### config.mk
export PLATFORM = sky130hd
export DESIGN_NAME = sprite_line_selection
export DESIGN_NICKNAME = d
export VERILOG_FILES = /design/src/sv/sls_pkg.sv /design/src/sv/sls_ram.sv /design/src/sv/sls_cell.sv /design/src/sv/sprite_line_selection.sv
export SDC_FILE = /design/constraint.sdc
export NUM_CORES = 2
export LEC_CHECK = 0
export BUFFER_PORTS_ARGS = -buffer_cell sky130_fd_sc_hd__clkbuf_2
export CORE_ASPECT_RATIO = 0.9
export CORE_MARGIN = 2
export CORE_UTILIZATION = 40
export CTS_CLUSTER_DIAMETER = 40
export DETAILED_ROUTE_END_ITERATION = 8
export PLACE_DENSITY = 0.58
export REMOVE_ABC_BUFFERS = 1
export SETUP_SLACK_MARGIN = 0.1
export SYNTH_ARGS = -nofsm -noshare
export SYNTH_HDL_FRONTEND = slang
export SYNTH_SLANG_ARGS = --single-unit
export TNS_END_PERCENT = 20
### constraint.sdc
create_clock -name i_clk -period 16.5 [get_ports i_clk]
set_input_delay 3.3 -clock i_clk [delete_from_list [all_inputs] [get_ports i_clk]]
set_output_delay 3.3 -clock i_clk [all_outputs]
set_load 0.005 [all_outputs]
### src/sv/sls_pkg.sv
package sls_pkg;

    localparam int TABLE_ENTRIES = 40;
    localparam int MAX_PER_LINE  = 10;
    localparam int FIELDS        = 4;
    localparam int TABLE_BYTES   = TABLE_ENTRIES * FIELDS;
    localparam int ROW_W         = (TABLE_ENTRIES > 1) ? $clog2(TABLE_ENTRIES) : 1;
    localparam int CNT_W         = $clog2(MAX_PER_LINE + 1);

    localparam logic [1:0] FN_WRITE = 2'd0;
    localparam logic [1:0] FN_READ  = 2'd1;
    localparam logic [1:0] FN_SCAN  = 2'd2;

    localparam logic [1:0] FLD_Y    = 2'd0;
    localparam logic [1:0] FLD_X    = 2'd1;
    localparam logic [1:0] FLD_TILE = 2'd2;
    localparam logic [1:0] FLD_ATTR = 2'd3;

    localparam logic CFG_TALL  = 1'b0;
    localparam logic CFG_ORDER = 1'b1;

    localparam logic [8:0] LINE_OFFSET  = 9'd16;
    localparam logic [8:0] SHORT_HEIGHT = 9'd8;
    localparam logic [8:0] TALL_HEIGHT  = 9'd16;

    typedef struct packed {
        logic [1:0] func;
        logic [7:0] byte_addr;
        logic [7:0] write_data;
        logic [7:0] scan_line;
    } t_in_word;

    typedef struct packed {
        logic       found;
        logic [7:0] sprite_x;
        logic [7:0] sprite_y;
        logic [7:0] tile_number;
        logic [7:0] attributes;
        logic [5:0] entry_index;
        logic [3:0] match_count;
        logic       last;
        logic [7:0] read_data;
    } t_out_word;

    typedef struct packed {
        logic [7:0]       x;
        logic [7:0]       y;
        logic [7:0]       tile;
        logic [7:0]       attr;
        logic [ROW_W-1:0] index;
    } t_entry;

    typedef enum logic [1:0] {
        CELL_HOLD,
        CELL_CLEAR,
        CELL_INSERT,
        CELL_SHIFT
    } t_cell_cmd;

    typedef struct packed {
        t_cell_cmd cmd;
        logic      index_order;
        t_entry    new_entry;
    } t_cell_ctrl;

    typedef enum logic [2:0] {
        ST_IDLE,
        ST_READ,
        ST_SCAN,
        ST_DRAIN,
        ST_EMIT
    } t_state;

    function automatic logic goes_after(t_entry a, t_entry b, logic index_order);
        logic res;
        if (index_order || (a.x == b.x)) begin
            res = a.index > b.index;
        end else begin
            res = a.x > b.x;
        end
        return res;
    endfunction

endpackage

### src/sv/sls_ram.sv
module sls_ram #(
    parameter int WIDTH = 8,
    parameter int DEPTH = 40
) (
    input  logic                                         i_clk,
    input  logic                                         i_we,
    input  logic [((DEPTH > 1) ? $clog2(DEPTH) : 1)-1:0] i_waddr,
    input  logic [WIDTH-1:0]                             i_wdata,
    input  logic                                         i_re,
    input  logic [((DEPTH > 1) ? $clog2(DEPTH) : 1)-1:0] i_raddr,
    output logic [WIDTH-1:0]                             o_rdata
);

    logic [WIDTH-1:0] r_mem [DEPTH];
    logic [WIDTH-1:0] r_q;

    always_ff @(posedge i_clk) begin
        if (i_we) begin
            r_mem[i_waddr] <= i_wdata;
        end
        if (i_re) begin
            r_q <= r_mem[i_raddr];
        end
    end

    assign o_rdata = r_q;

endmodule

### src/sv/sls_cell.sv
module sls_cell (
    input  logic                i_clk,
    input  logic                i_rst_n,
    input  sls_pkg::t_cell_ctrl i_ctrl,
    input  sls_pkg::t_entry     i_prev_entry,
    input  logic                i_prev_valid,
    input  logic                i_prev_before,
    input  sls_pkg::t_entry     i_next_entry,
    input  logic                i_next_valid,
    output sls_pkg::t_entry     o_entry,
    output logic                o_valid,
    output logic                o_before
);

    import sls_pkg::*;

    t_entry r_entry;
    t_entry n_entry;
    logic   r_valid;
    logic   n_valid;

    assign o_before = !r_valid || goes_after(r_entry, i_ctrl.new_entry, i_ctrl.index_order);

    always_comb begin
        n_entry = r_entry;
        n_valid = r_valid;
        case (i_ctrl.cmd)
            CELL_CLEAR: begin
                n_valid = 1'b0;
            end
            CELL_INSERT: begin
                if (o_before) begin
                    n_valid = i_prev_before ? i_prev_valid : 1'b1;
                    n_entry = i_prev_before ? i_prev_entry : i_ctrl.new_entry;
                end
            end
            CELL_SHIFT: begin
                n_valid = i_next_valid;
                n_entry = i_next_entry;
            end
            default: begin
            end
        endcase
    end

    always_ff @(posedge i_clk) begin
        if (!i_rst_n) begin
            r_valid <= 1'b0;
        end else begin
            r_valid <= n_valid;
        end
        r_entry <= n_entry;
    end

    assign o_entry = r_entry;
    assign o_valid = r_valid;

endmodule

### src/sv/sprite_line_selection.sv
// Sprite line selection: a 40-entry sprite attribute table with a line scan.
// Input channel (i_in_valid / o_in_ready / i_in_word) takes one request word:
// write a table byte, read a table byte, or scan a display line.
// Output channel (o_out_valid / i_out_ready / o_out_word) returns result words.
// A write returns nothing. A read returns one word once the field memory
// output is registered and the output register is free. A scan fetches one
// table entry per cycle from the four byte-wide field memories; once the
// whole table is fetched it returns results from the head of the selection
// chain, one per cycle while the receiver takes them, ten at most; a scan
// with no hit returns one word with found clear.
// Selected sprites are sorted on the fly by a chain of ten cells as they are
// found. One request is handled at a time; a new one is taken once the
// previous results sit in the output register.
// When the receiver stalls, the output register holds its word and the
// emission halts until it is taken.
// Reset (synchronous, active low) clears the table to zero through per-byte
// valid bits, empties the chain, sets tall_sprites to 0 and index_order to 1.
// Configuration is written through i_cfg_we / i_cfg_index / i_cfg_data.
module sprite_line_selection (
    input  logic              i_clk,
    input  logic              i_rst_n,
    input  logic              i_in_valid,
    output logic              o_in_ready,
    input  sls_pkg::t_in_word i_in_word,
    output logic              o_out_valid,
    input  logic              i_out_ready,
    output sls_pkg::t_out_word o_out_word,
    input  logic              i_cfg_we,
    input  logic              i_cfg_index,
    input  logic              i_cfg_data
);

    import sls_pkg::*;

    localparam logic [ROW_W-1:0] LAST_ROW = ROW_W'(TABLE_ENTRIES - 1);
    localparam logic [CNT_W-1:0] MAX_CNT  = CNT_W'(MAX_PER_LINE);

    t_state r_state;
    t_state n_state;

    logic r_tall;
    logic r_index_order;

    logic [TABLE_ENTRIES-1:0] r_vld [FIELDS];
    logic [FIELDS-1:0]        r_rd_vld;
    logic                     r_rd_ok;
    logic [1:0]               r_rd_field;

    logic [ROW_W-1:0] r_row;
    logic [ROW_W-1:0] r_pend_row;
    logic             r_pend;
    logic [7:0]       r_line;
    logic [CNT_W-1:0] r_count;
    logic [CNT_W-1:0] r_sent;

    logic      r_out_valid;
    t_out_word r_out_word;
    t_out_word w_out_next;
    logic      w_load;
    logic      w_out_free;

    logic             w_accept;
    logic             w_in_range;
    logic             w_wr;
    logic [ROW_W-1:0] w_in_row;
    logic             w_rd_en;
    logic [ROW_W-1:0] w_rd_row;
    logic [7:0]       w_q [FIELDS];
    logic [7:0]       w_fb [FIELDS];
    logic             w_match;
    logic             w_take;
    logic [8:0]       w_target;
    logic [8:0]       w_y9;
    logic [8:0]       w_y_end;
    logic             w_last_sent;

    t_cell_ctrl               w_ctrl;
    t_entry                   w_new;
    t_entry                   w_entry [MAX_PER_LINE];
    logic [MAX_PER_LINE-1:0]  w_valid;
    logic [MAX_PER_LINE-1:0]  w_before;

    assign w_accept   = i_in_valid && o_in_ready;
    assign w_in_range = int'(i_in_word.byte_addr) < TABLE_BYTES;
    assign w_in_row   = ROW_W'(i_in_word.byte_addr >> 2);
    assign w_wr       = w_accept && (i_in_word.func == FN_WRITE) && w_in_range;
    assign w_out_free = !r_out_valid || i_out_ready;

    for (genvar f = 0; f < FIELDS; f++) begin : g_field
        sls_ram #(
            .WIDTH(8),
            .DEPTH(TABLE_ENTRIES)
        ) u_ram (
            .i_clk  (i_clk),
            .i_we   (w_wr && (i_in_word.byte_addr[1:0] == 2'(f))),
            .i_waddr(w_in_row),
            .i_wdata(i_in_word.write_data),
            .i_re   (w_rd_en),
            .i_raddr(w_rd_row),
            .o_rdata(w_q[f])
        );
        assign w_fb[f] = r_rd_vld[f] ? w_q[f] : 8'd0;
    end

    assign w_target = {1'b0, r_line} + LINE_OFFSET;
    assign w_y9     = {1'b0, w_fb[FLD_Y]};
    assign w_y_end  = w_y9 + (r_tall ? TALL_HEIGHT : SHORT_HEIGHT);
    assign w_match  = (w_target >= w_y9) && (w_target < w_y_end);
    assign w_take   = r_pend && w_match && (r_count < MAX_CNT);

    assign w_new.x     = w_fb[FLD_X];
    assign w_new.y     = w_fb[FLD_Y];
    assign w_new.tile  = w_fb[FLD_TILE];
    assign w_new.attr  = w_fb[FLD_ATTR];
    assign w_new.index = r_pend_row;

    assign w_last_sent = (r_sent + CNT_W'(1)) == r_count;

    for (genvar k = 0; k < MAX_PER_LINE; k++) begin : g_cell
        t_entry w_prev_entry;
        logic   w_prev_valid;
        logic   w_prev_before;
        t_entry w_next_entry;
        logic   w_next_valid;

        if (k == 0) begin : g_head
            assign w_prev_entry  = '0;
            assign w_prev_valid  = 1'b0;
            assign w_prev_before = 1'b0;
        end else begin : g_body
            assign w_prev_entry  = w_entry[k-1];
            assign w_prev_valid  = w_valid[k-1];
            assign w_prev_before = w_before[k-1];
        end

        if (k == MAX_PER_LINE - 1) begin : g_tail
            assign w_next_entry = '0;
            assign w_next_valid = 1'b0;
        end else begin : g_mid
            assign w_next_entry = w_entry[k+1];
            assign w_next_valid = w_valid[k+1];
        end

        sls_cell u_cell (
            .i_clk        (i_clk),
            .i_rst_n      (i_rst_n),
            .i_ctrl       (w_ctrl),
            .i_prev_entry (w_prev_entry),
            .i_prev_valid (w_prev_valid),
            .i_prev_before(w_prev_before),
            .i_next_entry (w_next_entry),
            .i_next_valid (w_next_valid),
            .o_entry      (w_entry[k]),
            .o_valid      (w_valid[k]),
            .o_before     (w_before[k])
        );
    end

    always_comb begin
        n_state = r_state;
        case (r_state)
            ST_IDLE: begin
                if (w_accept) begin
                    case (i_in_word.func)
                        FN_READ: n_state = ST_READ;
                        FN_SCAN: n_state = ST_SCAN;
                        default: n_state = ST_IDLE;
                    endcase
                end
            end
            ST_READ: begin
                if (w_out_free) begin
                    n_state = ST_IDLE;
                end
            end
            ST_SCAN: begin
                if (r_row == LAST_ROW) begin
                    n_state = ST_DRAIN;
                end
            end
            ST_DRAIN: begin
                n_state = ST_EMIT;
            end
            ST_EMIT: begin
                if (w_out_free && ((r_count == '0) || w_last_sent)) begin
                    n_state = ST_IDLE;
                end
            end
            default: begin
                n_state = ST_IDLE;
            end
        endcase
    end

    always_comb begin
        o_in_ready            = 1'b0;
        w_rd_en               = 1'b0;
        w_rd_row              = r_row;
        w_load                = 1'b0;
        w_out_next            = '0;
        w_ctrl.cmd            = CELL_HOLD;
        w_ctrl.index_order    = r_index_order;
        w_ctrl.new_entry      = w_new;
        case (r_state)
            ST_IDLE: begin
                o_in_ready = 1'b1;
                w_rd_row   = w_in_row;
                if (w_accept && (i_in_word.func == FN_READ)) begin
                    w_rd_en = w_in_range;
                end
                if (w_accept && (i_in_word.func == FN_SCAN)) begin
                    w_ctrl.cmd = CELL_CLEAR;
                end
            end
            ST_READ: begin
                w_load               = w_out_free;
                w_out_next.last      = 1'b1;
                w_out_next.read_data = r_rd_ok ? w_fb[r_rd_field] : 8'd0;
            end
            ST_SCAN: begin
                w_rd_en = 1'b1;
                if (w_take) begin
                    w_ctrl.cmd = CELL_INSERT;
                end
            end
            ST_DRAIN: begin
                if (w_take) begin
                    w_ctrl.cmd = CELL_INSERT;
                end
            end
            ST_EMIT: begin
                w_load = w_out_free;
                if (r_count == '0) begin
                    w_out_next.last = 1'b1;
                end else begin
                    w_out_next.found       = 1'b1;
                    w_out_next.sprite_x    = w_entry[0].x;
                    w_out_next.sprite_y    = w_entry[0].y;
                    w_out_next.tile_number = w_entry[0].tile;
                    w_out_next.attributes  = w_entry[0].attr;
                    w_out_next.entry_index = 6'(w_entry[0].index);
                    w_out_next.match_count = 4'(r_count);
                    w_out_next.last        = w_last_sent;
                    if (w_out_free) begin
                        w_ctrl.cmd = CELL_SHIFT;
                    end
                end
            end
            default: begin
            end
        endcase
    end

    always_ff @(posedge i_clk) begin
        if (!i_rst_n) begin
            r_state       <= ST_IDLE;
            r_tall        <= 1'b0;
            r_index_order <= 1'b1;
            r_pend        <= 1'b0;
            r_count       <= '0;
            r_sent        <= '0;
            r_row         <= '0;
            r_out_valid   <= 1'b0;
            for (int f = 0; f < FIELDS; f++) begin
                r_vld[f] <= '0;
            end
        end else begin
            r_state <= n_state;
            if (i_cfg_we) begin
                case (i_cfg_index)
                    CFG_TALL:  r_tall        <= i_cfg_data;
                    CFG_ORDER: r_index_order <= i_cfg_data;
                    default: begin
                    end
                endcase
            end
            if (w_wr) begin
                r_vld[i_in_word.byte_addr[1:0]][w_in_row] <= 1'b1;
            end
            r_pend <= (r_state == ST_SCAN);
            if (r_state == ST_SCAN) begin
                r_row <= r_row + ROW_W'(1);
            end
            if (w_accept && (i_in_word.func == FN_SCAN)) begin
                r_count <= '0;
                r_sent  <= '0;
                r_row   <= '0;
            end
            if (w_take) begin
                r_count <= r_count + CNT_W'(1);
            end
            if ((r_state == ST_EMIT) && w_out_free && (r_count != '0)) begin
                r_sent <= r_sent + CNT_W'(1);
            end
            if (w_load) begin
                r_out_valid <= 1'b1;
            end else if (i_out_ready) begin
                r_out_valid <= 1'b0;
            end
        end
    end

    always_ff @(posedge i_clk) begin
        if (w_rd_en) begin
            for (int f = 0; f < FIELDS; f++) begin
                r_rd_vld[f] <= r_vld[f][w_rd_row];
            end
        end
        if (r_state == ST_IDLE) begin
            r_rd_ok    <= w_in_range;
            r_rd_field <= i_in_word.byte_addr[1:0];
        end
        if (r_state == ST_SCAN) begin
            r_pend_row <= r_row;
        end
        if (w_accept && (i_in_word.func == FN_SCAN)) begin
            r_line <= i_in_word.scan_line;
        end
        if (w_load) begin
            r_out_word <= w_out_next;
        end
    end

    assign o_out_valid = r_out_valid;
    assign o_out_word  = r_out_word;

    assert property (@(posedge i_clk) disable iff (!i_rst_n)
        r_count <= MAX_CNT)
        else $error("selection count above limit");

    assert property (@(posedge i_clk) disable iff (!i_rst_n)
        (r_state == ST_SCAN || r_state == ST_DRAIN) |-> ($countones(w_valid) == int'(r_count)))
        else $error("occupied cells disagree with selection count");

    assert property (@(posedge i_clk) disable iff (!i_rst_n)
        (o_out_valid && o_out_word.found) |-> (o_out_word.match_count != 4'd0))
        else $error("found word with zero match count");

    assert property (@(posedge i_clk) disable iff (!i_rst_n)
        (w_accept && (i_in_word.func == FN_SCAN)) |=> (r_state == ST_SCAN && w_valid == '0))
        else $error("scan did not start from an empty chain");

endmodule
==> results by group <==
Route
  • Via density: 6.03
  • Routed len/inst: between 20 and 30 um
  • Routed Antenna Nets: 0
  • Total number of vias: roughly 60000
  • Final WL: roughly 270000 um
  • DRT iter0 DRCs: just over 7000
  • Drt first pass iters: 6
  • Number of remaining DRC errors: 0

Clock tree
  • Setup bufs post-CTS: 0
  • Worst-Skew Late Latency: about 0.96 ns
  • Clock Tree Root: clkbuf_16
  • Htree depth: 5
  • Sink Count: approximately 2000
  • Post-CTS Resized: 0
  • Clock tree buffer depth: 4
  • CTS Buf Count: between 300 and 400
  • Post-CTS Hold Buffers: 0
  • TritonCTS clock tree: yes
  • Worst-path clk slew: ~0.06 ns

Synth
  • Async set or reset register ratio after synthesis: 0
  • Primary FF master, synth: edfxtp_1
  • Warnings from Yosys: 0
  • Mapped Area: between 0.08 and 0.09 mm2
  • Mapped Cells: between 6000 and 7000
  • Seq/Total Area, Yosys: 0.652
  • Post-synth EDFFs: just under 2000
  • FF+latch count, synth: a little under 2000
  • Cell variety after synth: 77
  • Avg Inst Size Synth: between 10 and 15 um2

Status
  • Status: finished clean

Min path
  • Worst min-delay path class: flop to flop

Floorplanning
  • Die Y: 453 um
  • Core Rows: 164
  • Die ar.: 0.228 mm2
  • Die width: between 500 and 600 um
  • Initial core utilization: 0.403
  • Core area: ~0.22 mm2
  • IO Pins: 87

Pwr
  • Clk pwr share: 0.501
  • Switching fraction of total power: 0.235
  • Total power draw: between 10 and 15 mW
  • Maximum VDD drop: 0.110 mV
  • Pint: slightly below 10 mW
  • Seq pwr share: 0.436
  • Leakage power: ~35 nW
  • Switch Pwr: between 2 and 3 mW
  • PwrDens: ~120 mW/mm2
  • Comb pwr share: 0.063

Timing
  • Clk_skew: around 0.083 ns
  • Max Slew Vio Count: 0
  • RSZ-0062 raised after global routing: false
  • Final worst-path cycle share: 0.432
  • Worst slew pin tran: between 1 and 1.5 ns
  • Min Tclk post-route: 7.13 ns
  • Final hold violation count: 0
  • Max Freq: 140 MHz
  • Slew HR: 0.125
  • # setup viols final: 0
  • Fin Setup TNS: 0 ns

Setup path
  • CP endpoint kind: flop
  • CP Max Fanout: 119
  • Worst EP required: about 17 ns
  • Startpoint Class: primary input
  • Critical Path AT: 7.78 ns
  • WS Path Type: primary input to flop

Finish
  • Most frequent cells in the layout: edfxtp_1, nand2_1, nor2_1
  • Leading cell type in the layout, fill and taps excluded: edfxtp_1
  • Area occupied by multi-input gates: roughly 0.029 mm2
  • Share of cells above drive strength 1: 0.135
  • Final core occ: 0.462
  • Layout area overhead: 14.6%
  • Storage element area: about 0.06 mm2
  • Final #Nets: 6930
  • Fillers: approximately 20000

Place
  • Input/output buffers: 86
  • Final Wtd Congestion: around 0.86
  • HPWL after DPL: ~160000 um

Global routing
  • Vias in the first global route: just under 60000
  • GRT Overall Usage: 0.233
  • First-pass GRT wire length: slightly below 400000 um
  • Antenna violations before repair: 15
  • GRT overflow: 0
  • Largest net degree at the start of global routing: ~180

Job
  • Max-cap violations: 0
## power by group through the flow
stage               clock, mW  combinational, mW  sequential, mW
global placement            0              0.783            5.61
global route             6.61              0.854            5.51
detailed placement          0              0.792            5.61
floorplan                   0              0.509            5.60
finish                   6.33              0.801            5.51
CTS                      6.41              0.795            5.51
## worst max-delay path: stages
cell,delay [ns]
buf_6,0.31
buf_4,0.69
mux2_8,0.90
buf_4,0.62
buf_4,0.73
nand3_1,0.19
a32oi_1,0.27
o221ai_1,0.14
or3_1,0.33
## cells in the mapped netlist (58+ instances only)
cell      number  area share
edfxtp_1    1925        0.64
nand2_1      796       0.033
nor2_1       735       0.031
clkbuf_1     385       0.016
o21ai_0      295       0.016
a221o_1      268       0.030
a21oi_1      242       0.014
and3_1       228       0.016
mux2i_1      220       0.025
mux4_2       212       0.053
ha_1         161       0.022
nand3_1      147      0.0082
buf_2        125      0.0070
o22ai_1      108      0.0075
nor3_1        93      0.0052
and2_1        85      0.0059
a211oi_1      81      0.0068
a31oi_1       75      0.0052
inv_1         67      0.0028
a21o_1        65      0.0054
nor2b_1       58      0.0040
## sequential cells by signal, summed over array words and instances (netlist names), 3 cells and up
signal	cells
g_cell.u_cell.o_entry	380
g_cell.u_cell.o_valid	10
g_field.u_ram.o_rdata	32
g_field.u_ram.r_mem	1280
o_out_word	52
r_count	4
r_line	8
r_pend_row	6
r_rd_vld	4
r_row	6
r_sent	4
r_state	3
r_vld	160
## path summary, 6_finish.rpt
check                           cells past startpoint  slack (ns)                    start                                     to
worst max-delay path                                9        9.37            i_in_word[18]                  r_rd_vld[2]$_DFFE_PP_
worst min-delay path                                2        0.49   r_sent[3]$_SDFFE_PN0P_                 r_sent[3]$_SDFFE_PN0P_
worst max register to register                     10       10.17  r_state[2]$_SDFFE_PN0P_  g_field[1].u_ram.o_rdata[7]$_DFFE_PP_
worst min register to register                      2        0.49   r_sent[3]$_SDFFE_PN0P_                 r_sent[3]$_SDFFE_PN0P_
## routing by layer
| layer | up-vias | track usage | wire length [um] |
|---|---|---|---|
| met3 | 524 | 0.0569 | 26200 |
| met5 | - | 0 | 69 |
| met2 | 2927 | 0.359 | 123000 |
| li1 | 26095 | - | - |
| met4 | 10 | 0.0835 | 9420 |
| met1 | 30484 | 0.320 | 111000 |
## stage by stage
stage / hold WS [ns] / instances / cell area [um2] / setup WS, ns
2_1_floorplan: 0.460 / 6235 / 87300 / -12.16
3_5_place_dp: 0.482 / 9420 / 92800 / 8.54
6_report: 0.489 / 9949 / 103000 / 9.37
4_1_cts: 0.488 / 9944 / 103000 / 9.55
5_1_grt: 0.508 / 9947 / 103000 / 9.25
3_3_place_gp: 0.469 / 9420 / 92800 / 8.63
## layout make-up
cell class	count	share of cell area
diodes	5	0.000122
clock buffers	343	0.0764
clock inverters	181	0.0203
inverters	70	0.00261
multi-input cells	4209	0.282
flip-flops and latches	1956	0.569
well taps	2988	0.0364
repair buffers	197	0.0134
## cell families (layout without fill, tap and decap cells)
| group | after synthesis | after routing | synth area share |
|---|---|---|---|
| simple gates | 2292 | 2292 | 0.115 |
| flops | 1956 | 1956 | 0.652 |
| compound gates | 1302 | 1302 | 0.101 |
| buf+inv | 627 | 791 | 0.0291 |
| mux | 438 | 438 | 0.0787 |
| fa+ha+maj | 162 | 162 | 0.0227 |
| xor+xnor | 15 | 15 | 0.00147 |
| other cells | 0 | 5 | 0 |
(Power assumes the default switching activity.)
